$ cat src/rtl/v2py_pkg.sv
`default_nettype none
package v2py_pkg;

	localparam int MAG_W      = 32;
	localparam int SQ_W       = 64;
	localparam int ROOT_W     = 32;
	localparam int NORM_W     = 41;
	localparam int CX_W       = 44;
	localparam int CZ_W       = 32;
	localparam int ANG_W      = 31;
	localparam int FULL_W     = 33;
	localparam int ANG_FRAC   = 24;

	localparam int ISQ_STAGES  = 16;
	localparam int CORD_STEPS  = 25;
	localparam int CORD_PER    = 3;
	localparam int CORD_STAGES = (CORD_STEPS + CORD_PER - 1) / CORD_PER;
	localparam int NORM_LAT    = 2;
	localparam int CORD_LAT    = NORM_LAT + CORD_STAGES + 1;
	localparam int FIX_LAT     = 2;

	localparam logic [MAG_W-1:0]  MAG_LIMIT = 32'h8000_0000;
	localparam logic [ANG_W-1:0]  DEG90     = 31'd1509949440;
	localparam logic [31:0]       DEG180    = 32'd3019898880;
	localparam logic [FULL_W-1:0] DEG360    = 33'd6039797760;

	// atan(2^-i) in degrees, 24 fraction bits
	localparam logic [29:0] STEP_ANGLE [CORD_STEPS] = '{
		30'd754974720, 30'd445687602, 30'd235489088, 30'd119537938, 30'd60000934,
		30'd30029717,  30'd15018523,  30'd7509720,   30'd3754917,   30'd1877466,
		30'd938734,    30'd469367,    30'd234684,    30'd117342,    30'd58671,
		30'd29335,     30'd14668,     30'd7334,      30'd3667,      30'd1833,
		30'd917,       30'd458,       30'd229,       30'd115,       30'd57
	};

	typedef struct packed {
		logic a_neg;
		logic a_nz;
		logic b_neg;
		logic b_nz;
	} quad_ctl_t;

endpackage
`default_nettype wire

$ cat src/rtl/v2py_afix.sv
`default_nettype none
module v2py_afix
	import v2py_pkg::*;
#(
	parameter int FRAC_BITS = 16
) (
	input  logic                   clk,
	input  logic                   en,
	input  logic [ANG_W-1:0]       ang,
	input  quad_ctl_t              ctl,
	output logic [9+FRAC_BITS-1:0] deg
);

	localparam int OUT_W = 9 + FRAC_BITS;
	localparam int SH    = ANG_FRAC - FRAC_BITS;
	localparam logic [FULL_W:0] HALF = (34'd1 << SH) >> 1;
	localparam logic [FULL_W:0] WRAP = 34'd360 << FRAC_BITS;

	logic [FULL_W-1:0] full_s1;

	// restore quadrant: mirror for negative first operand, negate for negative second
	always_ff @(posedge clk) begin
		logic [31:0] u;
		if (en) begin
			u = (ctl.a_neg && ctl.a_nz) ? DEG180 - 32'(ang) : 32'(ang);
			if (ctl.b_neg && ctl.b_nz && u != '0) begin
				full_s1 <= DEG360 - FULL_W'(u);
			end else begin
				full_s1 <= FULL_W'(u);
			end
		end
	end

	always_ff @(posedge clk) begin
		logic [FULL_W:0] vr;
		if (en) begin
			vr = ({1'b0, full_s1} + HALF) >> SH;
			if (vr >= WRAP) begin
				vr = vr - WRAP;
			end
			deg <= vr[OUT_W-1:0];
		end
	end

endmodule
`default_nettype wire

$ cat config.mk
export PLATFORM = sky130hd
export DESIGN_NAME = v2py_afix
export DESIGN_NICKNAME = d
export VERILOG_FILES = /design/src/rtl/v2py_pkg.sv /design/src/rtl/v2py_afix.sv
export SDC_FILE = /design/constraint.sdc
export NUM_CORES = 1
export LEC_CHECK = 0
export ABC_AREA = 1
export ABC_CLOCK_PERIOD_IN_PS = 2270
export BUFFER_PORTS_ARGS = -buffer_cell sky130_fd_sc_hd__buf_4
export CAP_MARGIN = 20
export CELL_PAD_IN_SITES_DETAIL_PLACEMENT = 2
export CELL_PAD_IN_SITES_GLOBAL_PLACEMENT = 2
export CORE_MARGIN = 5
export CORE_UTILIZATION = 29
export DETAILED_ROUTE_END_ITERATION = 6
export GPL_ROUTABILITY_DRIVEN = 0
export PLACE_DENSITY = 0.84
export SYNTH_ARGS = -nofsm -noshare
export SYNTH_HDL_FRONTEND = slang
export SYNTH_SLANG_ARGS = --single-unit
$ cat constraint.sdc
create_clock -name clk -period 2.27 [get_ports clk]
set_input_delay 0.227 -clock clk [delete_from_list [all_inputs] [get_ports clk]]
set_output_delay 0.227 -clock clk [all_outputs]
set_load 0.05 [all_outputs]
==> metrics.cfg <==
[clock_tree]
cts.sinks = 51
cts_tree = yes
clock_latency_ps = 300
htreeDepth = 2
cts_buffers = 5
hold_buffers = 0
cts_root_buf = clkbuf_16
path_clk_slew_ps = 60
cts_max_path_buffers = 2

[status]
violations = negative setup slack
status = finished with violations

[critical_path]
worstPathMaxFanout = 4
rrSetupSlack_ps = -70
required_ps = 2320
cpMaxStageDelayCell = edfxtp_1
r2r-start = full_s1[13]$_DFFE_PP_
worst-path-buf-inv = 0
path_class = reg -> reg
worstSetupEndpointType = flop
slowest_delay_ps = 420
crit_path_frequent_cell = nor3_4
startpoint_type = flop
crit_arrival_ps = 2400
rr_worst_depth = 10
path_cells = nand2_1 -> nor2_2 -> nand4_4 -> nor3_4 -> xnor2_2 -> ha_2 -> nor3_4 -> xor2_1 -> nand2_2 -> o21ai_2
cp_top_family = simple AND/OR/NAND/NOR gates
r2r-end = deg[23]$_DFFE_PP_

[finish]
postLayoutCoreUtil_pct = 43.2
stdcell_count = 1088
syn2layout_area_growth_pct = 46.9
nNetsFinal = 911
num_antenna_cells = 0
drive_gt1_share_pct = 39.2
nFillCells = 1861
stdcell_area_sq_um = 6840

[die]
die_h_microns = 137
die_area_sq_um = 18700
core_sq_um = 15800
std_cell_rows = 46
die_w_microns = 137
ios = 62
start_util_pct = 29.4

[worst_hold_path]
hp-start = ang[17]
min_path_cells = 5
min_to = full_s1[17]$_DFFE_PP_
hold_path.class = in -> reg

[global_routing]
grt_antenna_before_repair = 0
overflow = 0
track_usage_pct = 19.0
grt_max_degree = 52
grt_pass1_vias = 5792
grt_pass1_wl_mm = 28.6

[yosys]
synth_area_leaders = edfxtp_1, nand2_1, nor2_1
postSynthAreaPerCell_sq_um = 6.78
synth_top_cell_area_share_pct = 32.9
synth.largest_area_cell = edfxtp_1
synthCells = 686
ys_seq_elements = 51
synth_warnings = 0
synth_area_sq_um = 4650
yosysSeqAreaShare_pct = 32.9
synth_nets = 726
synth_cell_type_count = 31

[timing]
slew_headroom_pct = 57.0
fin_setup_tns_ps = -176
slew_violations = 0
hold_viol_final = 0
clock.fmax_ghz = 0.427
setup_viol = 4
setup_ws_ps = -71.1
fin_crit_ps = 2340
rsz0062_at_grt = yes
whs_ps = 481
post-route-period-util_pct = 103
clock_skew_ps = 5.43
tightestPinTransition_ps = 645

[drt]
vias_per_cell = 4.74
vias = 5161
drc = 0
totalWireLength_mm = 19.6
wire_per_inst_microns = 18.0
drt_iter0_markers = 96
firstDrtPassIters = 4
ant_nets = 0

[power_and_ir_drop]
cellLeakagePower_nw = 3.31
power_density_nw_per_um2 = 463
ir_drop_mv = 0.479

[flow_run]
maxCapViolations = 0

[placed_design]
port_buffers = 61
place_area_sq_um = 6080
hpwl_mm = 14.8
dp.cells = 1052

-- worst register-to-register path, delay by kind of cell (launching register included) --
family | cells | cell delay [ps]
simple gates | 6 | 970
flops | 1 | 420
xor+xnor | 2 | 370
fa+ha+maj | 1 | 290
compound gates | 1 | 50
-- metal layers --
layer / share of wire, % / vias up / GRT usage [%]
met3: 2.0 / 22 / 1.40
met1: 41 / 2541 / 21.7
met2: 55 / 73 / 38.0
li1: - / 2525 / -
met5: 0 / - / 0
met4: 2.0 / 0 / 3.64
-- where the power goes --
group | internal (W) | switching [W] | total [W]
clock network | 0.000408 | 0.000324 | 0.000732
registers | 0.00116 | 0.0000730 | 0.00124
logic | 0.000459 | 0.000738 | 0.00120
total | 0.00203 | 0.00114 | 0.00317
-- kinds of logic after synthesis --
logic type,synth area share [%]
AO/OA/AOI/OAI,2.55
buffers and inverters,8.42
XOR/XNOR,7.53
AND/OR/NAND/NOR,47.8
flip-flops,32.9
adder cells (fa/ha/maj),0.807
-- state kept, by name, indices dropped and copies added, names as in the netlist --
name,flops
deg,25
full_s1,26
-- how the worst max path moves through the flow --
stage                               start                    end  cells after the start
detailed placement                 ang[0]  full_s1[12]$_DFFE_PP_                     16
finish              full_s1[13]$_DFFE_PP_      deg[23]$_DFFE_PP_                     10
global placement                   ang[0]  full_s1[29]$_DFFE_PP_                     17
floorplan                          ang[0]  full_s1[19]$_DFFE_PP_                     18
global route        full_s1[13]$_DFFE_PP_      deg[20]$_DFFE_PP_                     14
CTS                  full_s1[7]$_DFFE_PP_      deg[19]$_DFFE_PP_                     15
-- cell usage after synthesis --
library cell and n:
nor2_2 14, o211ai_1 2, nor3_2 1, nand4_2 1, clkinv_1 1, nor2_4 10, buf_6 5, inv_2 9
nand2_1 248, nor2_1 84, nor3_1 8, nand4_1 9, nand3_1 55, nor4_2 1, nand2_2 28, inv_1 74
nor2_8 2, o21ai_4 1, o21bai_1 1, nor4_1 1, nand2_4 2, o21ai_1 14, buf_2 4, nand3b_1 8
edfxtp_1 51, ha_1 3, xnor2_1 10, nand3_2 6, xor2_1 30, and2_1 1, o21ai_0 2
-- cell type report --
cell class / instances / area (sq um) / area share (%)
inverters: 84 / 315 / 4.61
flip-flops and latches: 51 / 1530 / 22.4
clock buffers: 7 / 133 / 1.94
multi-input cells: 543 / 3140 / 45.9
clock inverters: 1 / 5.00 / 0.0732
well taps: 216 / 270 / 3.95
repair buffers: 186 / 1450 / 21.1
-- placed cells by master (no fill, tap or decap), drive strengths merged --
cell	Yosys	layout
and2	1	1
buf	9	186
clkbuf	0	7
clkinv	1	2
edfxtp	51	51
ha	3	3
inv	83	83
nand2	278	279
nand3	61	61
nand3b	8	8
nand4	10	10
nor2	110	110
nor3	9	9
nor4	2	2
o211ai	2	2
o21ai	17	17
o21bai	1	1
xnor2	10	10
xor2	30	30
-- per-stage QoR --
stage                     power (W)  worst slack (ps)
after floorplan             0.00181               103
after detailed placement    0.00228              -425
final                       0.00317             -71.1
after CTS                   0.00303              2.80
after global placement      0.00219              -285
after global routing        0.00331              -199
-- repair_timing --
item | in CTS | in global routing
buffers inserted | 6 | 21
endpoints found under the setup margin | 30 | 31
pin swaps | 15 | 42
gates resized for setup | 34 | 73
gates cloned | 0 | 1
Note: power is estimated with default switching activity, not from simulation.
