`config.mk`:
```
export PLATFORM = sky130hd
export DESIGN_NAME = v2py_isqrt
export DESIGN_NICKNAME = d
export VERILOG_FILES = /design/src/rtl/v2py_pkg.sv /design/src/rtl/v2py_isqrt.sv
export SDC_FILE = /design/constraint.sdc
export NUM_CORES = 2
export LEC_CHECK = 0
export BUFFER_PORTS_ARGS = -buffer_cell sky130_fd_sc_hd__buf_2
export CAP_MARGIN = 20
export CORE_MARGIN = 5
export CORE_UTILIZATION = 60
export CTS_BUF_LIST = sky130_fd_sc_hd__clkbuf_2 sky130_fd_sc_hd__clkbuf_4 sky130_fd_sc_hd__clkbuf_8
export CTS_CLUSTER_DIAMETER = 30
export DETAILED_ROUTE_END_ITERATION = 12
export PLACE_DENSITY = 0.73
export REMOVE_ABC_BUFFERS = 1
export SYNTH_ARGS = -nofsm -noshare
export SYNTH_HDL_FRONTEND = slang
export SYNTH_SLANG_ARGS = --single-unit
```
`constraint.sdc`:
```
create_clock -name clk -period 10.83 [get_ports clk]
set_input_delay 1.6245 -clock clk [delete_from_list [all_inputs] [get_ports clk]]
set_output_delay 1.6245 -clock clk [all_outputs]
set_load 0.05 [all_outputs]
```
`src/rtl/v2py_pkg.sv`:
```
`default_nettype none
package v2py_pkg;

	localparam int MAG_W      = 32;
	localparam int SQ_W       = 64;
	localparam int ROOT_W     = 32;
	localparam int NORM_W     = 41;
	localparam int CX_W       = 44;
	localparam int CZ_W       = 32;
	localparam int ANG_W      = 31;
	localparam int FULL_W     = 33;
	localparam int ANG_FRAC   = 24;

	localparam int ISQ_STAGES  = 16;
	localparam int CORD_STEPS  = 25;
	localparam int CORD_PER    = 3;
	localparam int CORD_STAGES = (CORD_STEPS + CORD_PER - 1) / CORD_PER;
	localparam int NORM_LAT    = 2;
	localparam int CORD_LAT    = NORM_LAT + CORD_STAGES + 1;
	localparam int FIX_LAT     = 2;

	localparam logic [MAG_W-1:0]  MAG_LIMIT = 32'h8000_0000;
	localparam logic [ANG_W-1:0]  DEG90     = 31'd1509949440;
	localparam logic [31:0]       DEG180    = 32'd3019898880;
	localparam logic [FULL_W-1:0] DEG360    = 33'd6039797760;

	// atan(2^-i) in degrees, 24 fraction bits
	localparam logic [29:0] STEP_ANGLE [CORD_STEPS] = '{
		30'd754974720, 30'd445687602, 30'd235489088, 30'd119537938, 30'd60000934,
		30'd30029717,  30'd15018523,  30'd7509720,   30'd3754917,   30'd1877466,
		30'd938734,    30'd469367,    30'd234684,    30'd117342,    30'd58671,
		30'd29335,     30'd14668,     30'd7334,      30'd3667,      30'd1833,
		30'd917,       30'd458,       30'd229,       30'd115,       30'd57
	};

	typedef struct packed {
		logic a_neg;
		logic a_nz;
		logic b_neg;
		logic b_nz;
	} quad_ctl_t;

endpackage
`default_nettype wire

```
`src/rtl/v2py_isqrt.sv`:
```
`default_nettype none
module v2py_isqrt
	import v2py_pkg::*;
(
	input  logic              clk,
	input  logic              en,
	input  logic [SQ_W-1:0]   sq,
	output logic [ROOT_W-1:0] root
);

	logic [SQ_W-1:0] rem_s [ISQ_STAGES-1];
	logic [SQ_W-1:0] res_s [ISQ_STAGES];
	logic [SQ_W-1:0] rem_in [ISQ_STAGES];
	logic [SQ_W-1:0] res_in [ISQ_STAGES];
	logic [SQ_W-1:0] rem_d [ISQ_STAGES];
	logic [SQ_W-1:0] res_d [ISQ_STAGES];

	for (genvar g = 0; g < ISQ_STAGES; g++) begin : g_stg
		if (g == 0) begin : g_first
			assign rem_in[g] = sq;
			assign res_in[g] = '0;
		end else begin : g_next
			assign rem_in[g] = rem_s[g-1];
			assign res_in[g] = res_s[g-1];
		end

		// two restoring digit steps per stage
		always_comb begin
			logic [SQ_W-1:0] r, q, b;
			r = rem_in[g];
			q = res_in[g];
			for (int j = 0; j < 2; j++) begin
				b = SQ_W'(1) << (62 - 2 * (2 * g + j));
				if (r >= q + b) begin
					r = r - (q + b);
					q = (q >> 1) + b;
				end else begin
					q = q >> 1;
				end
			end
			rem_d[g] = r;
			res_d[g] = q;
		end

		always_ff @(posedge clk) begin
			if (en) begin
				res_s[g] <= res_d[g];
			end
		end

		if (g < ISQ_STAGES - 1) begin : g_rem
			always_ff @(posedge clk) begin
				if (en) begin
					rem_s[g] <= rem_d[g];
				end
			end
		end
	end

	assign root = res_s[ISQ_STAGES-1][ROOT_W-1:0];

endmodule
`default_nettype wire

```
==> impl_metrics.py <==
metrics = {
    "hold_path": {
        "hold_class": "flop to flop",
    },
    "pwr": {
        "comb_power_share_pct": 44.1,
        "intPower_mw": 14.2,
        "power_density_nw_per_um2": 255,
        "sw_frac_of_total_pct": 38.8,
        "peakVddDrop_mv": 0.190,
        "seq_power_share_pct": 31.1,
        "pwr-share-clk_pct": 24.8,
        "switchingPower_mw": 9.02,
        "p_leak_nw": 36.2,
    },
    "routing": {
        "drt-vias-per-instance": 6.24,
        "drt_wl_total_um": 227000,
        "ant_nets": 0,
        "via_count": 65900,
        "wl_per_cell_um": 21.5,
        "drc": 0,
        "drt_iter0_markers": 6300,
        "first_pass_iters": 6,
    },
    "yosys": {
        "synthArstFlopShare_pct": 0,
        "synth_ff_type": "edfxtp_1",
        "synth.area.top_cells": "edfxtp_1 45%, ha_1 8.6%, xnor2_1 5.5%",
        "ys_top_cells_by_count": "1232 x edfxtp_1, 752 x nor2_1, 689 x a21oi_1",
        "yosys.area.top_type": "edfxtp_1",
        "syn-instance-count": 8363,
        "synth.most_common_cell": "edfxtp_1",
        "synth_edf_count": 1232,
        "syn-mean-instance-area_um2": 9.92,
        "synth_cell_types": 110,
        "ys.warnings.count": 0,
        "synth.cell_area_um2": 82900,
        "synth-seq-cells": 1232,
        "synth.yosys.seq_area_share_pct": 44.6,
        "synth_top_area_share_pct": 44.6,
    },
    "grt": {
        "antenna_found_initial": 2,
        "grt_max_degree": 201,
        "grt_pass1_wl_um": 352000,
        "grt_pass1_vias": 63500,
        "gr-total-overflow": 0,
        "track_usage_pct": 30.2,
    },
    "placement": {
        "portBuffers": 97,
        "routabilityCongestion": 0.951,
        "post-place-cells": 10100,
        "hpwlAfterDp_um": 176000,
    },
    "clock_tree": {
        "cts_resized": 0,
        "clock_path_buffers": 4,
        "clock_latency_ns": 1.01,
        "hold_buffers": 0,
        "clock-sinks": 1232,
        "clk_pin_slew_ns": 0.05,
        "tritoncts": "built",
        "cts_setup_buffers": 0,
        "cts-root-buf": "clkbuf_8",
        "cts_inserted_buffers": 290,
        "htree_levels": 5,
    },
    "floorplan": {
        "dieWidth_um": 382,
        "dieArea_um2": 146000,
        "core-area_um2": 137000,
        "ioPinCount": 98,
        "fp-row-count": 136,
        "die_h_um": 382,
        "start_util_pct": 60.3,
    },
    "timing": {
        "min_period_ns": 8.60,
        "tns_ns": 0,
        "finalClockSkew_ns": 0.106,
        "hold_viol_final": 0,
        "final_max_slew_viol_count": 0,
        "setup_viol_count_final": 0,
        "max_slew_margin_pct": 21.0,
        "clock.fmax_mhz": 116,
        "fin_crit_sh_pct": 79.4,
        "grt_setup_unrepaired": "false",
        "worst_pin_slew_ns": 1.17,
    },
    "setup_path": {
        "critical_path_class": "flop to flop",
        "crit_path_max_fanout": 59,
        "cp-start-kind": "flop",
        "worst_setup_path_end_kind": "flop",
        "worst_ep_arrival_time_ns": 9.29,
        "cp.required_ns": 11.52,
    },
    "layout": {
        "fin_cells": 10600,
        "regArea_um2": 37000,
        "drive_above_1_share_pct": 9.06,
        "fill_cells": 11000,
        "multiInputGateArea_um2": 43100,
        "nNetsFinal": 9208,
        "area_growth_pct": 10.1,
    },
    "status": {
        "status": "completed",
    },
    "job": {
        "cap_violations": 0,
    },
}
## final timing paths
kind	start	endpoint	slack (ns)	cells after the start
setup / recovery	res_s[1][291]	rem_s[1][382]	2.23	25
hold / removal	res_s[1][332]	res_s[1][394]	0.41	0
setup reg to reg	res_s[1][291]	rem_s[1][382]	2.23	25
hold reg to reg	res_s[1][332]	res_s[1][394]	0.41	0
## cells by family after synthesis
| logic type | after synthesis | synth area share [%] |
|---|---|---|
| xor gates and xnor gates | 823 | 8.72 |
| buffers and inverters | 739 | 3.45 |
| adders and majority gates | 573 | 8.65 |
| muxes | 98 | 1.30 |
| AOI/OAI and AO/OA | 2005 | 15.5 |
| DFF | 1232 | 44.6 |
| and+or+nand+nor | 2893 | 17.8 |
## metrics by stage
stage | power [mW] | setup slack (ns) | hold slack, ns | util [%] | area [µm²]
CTS | 23.2 | 2.40 | 0.410 | 66.4 | 91300
detailed placement | 17.3 | 2.42 | 0.433 | 61.9 | 85100
global route | 24.7 | 1.75 | 0.437 | 66.4 | 91300
finish | 23.3 | 2.23 | 0.414 | 66.4 | 91300
global placement | 17.2 | 2.67 | 0.429 | 61.9 | 85100
floorplan | 14.7 | 2.61 | 0.426 | - | 82000
## cell usage in the layout, fill, tap and decap left out, types with 60 or more instances in the layout
cell,synthesis,layout
edfxtp_1,1232,1232
nor2_1,752,752
a21oi_1,689,689
nand2_1,603,603
ha_1,573,573
xnor2_1,519,519
inv_1,503,503
o21ai_0,355,355
xor2_1,302,302
clkbuf_8,0,298
a21o_1,278,278
nor4_1,220,220
nand3_1,212,212
nor3_1,202,202
nand4_1,172,172
nand2b_1,106,106
buf_2,17,98
o21a_1,94,94
and3_1,94,94
nor2b_1,92,92
or3_1,73,73
o31ai_1,63,63
mux2_2,63,63
a31oi_1,62,62
and2_1,60,60
## worst max-delay path, stage by stage (launching register included)
cell and delay, ns:
edfxtp_1 0.49, inv_1 0.12, ha_1 0.45, nand4_1 0.23
nor4b_2 0.39, nand4b_1 0.26, a21oi_1 0.39, o21ai_1 0.24
nand2_1 0.12, buf_4 0.38, inv_1 0.48, nand2_1 0.19
o31ai_1 0.10, ha_1 0.45, nand4_1 0.17, nor2_1 0.13
nand3_1 0.15, or4_1 0.51, o311ai_0 0.90, nor2_1 0.22
and4_1 0.27, nand4_1 0.10, buf_4 0.50, nor3b_1 0.68
nand4_1 0.20, xnor2_1 0.16
## flip-flops by register name (all words and copies together), names as in the netlist
| signal | flops |
|---|---|
| rem_s | 960 |
| res_s | 272 |
## power by group through the flow
stage / Clock [mW] / Combinational (mW) / Sequential [mW]
floorplan: 0 / 7.72 / 6.98
global placement: 0 / 9.92 / 7.29
detailed placement: 0 / 10.0 / 7.30
CTS: 5.87 / 10.1 / 7.22
global route: 6.15 / 11.3 / 7.30
finish: 5.76 / 10.3 / 7.23
## per-layer routing
layer	track usage, %	part of all wire (%)	vias up
met3	4.45	6.3	431
met5	0	0.0057	-
li1	-	-	31600
met2	50.8	48	2332
met1	40.4	43	31600
met4	10.1	3.1	2
## cell type report
type / instances / area share [%]
Clock buffer: 341 / 4.84
Inverter: 512 / 2.11
Antenna cell: 1 / 0.00274
Multi-Input combinational cell: 6392 / 47.2
Sequential cell: 1232 / 40.5
Clock inverter: 156 / 1.94
Tap cell: 1794 / 2.46
Timing Repair Buffer: 141 / 0.954
No activity file was read; power rests on OpenSTA's default activity.
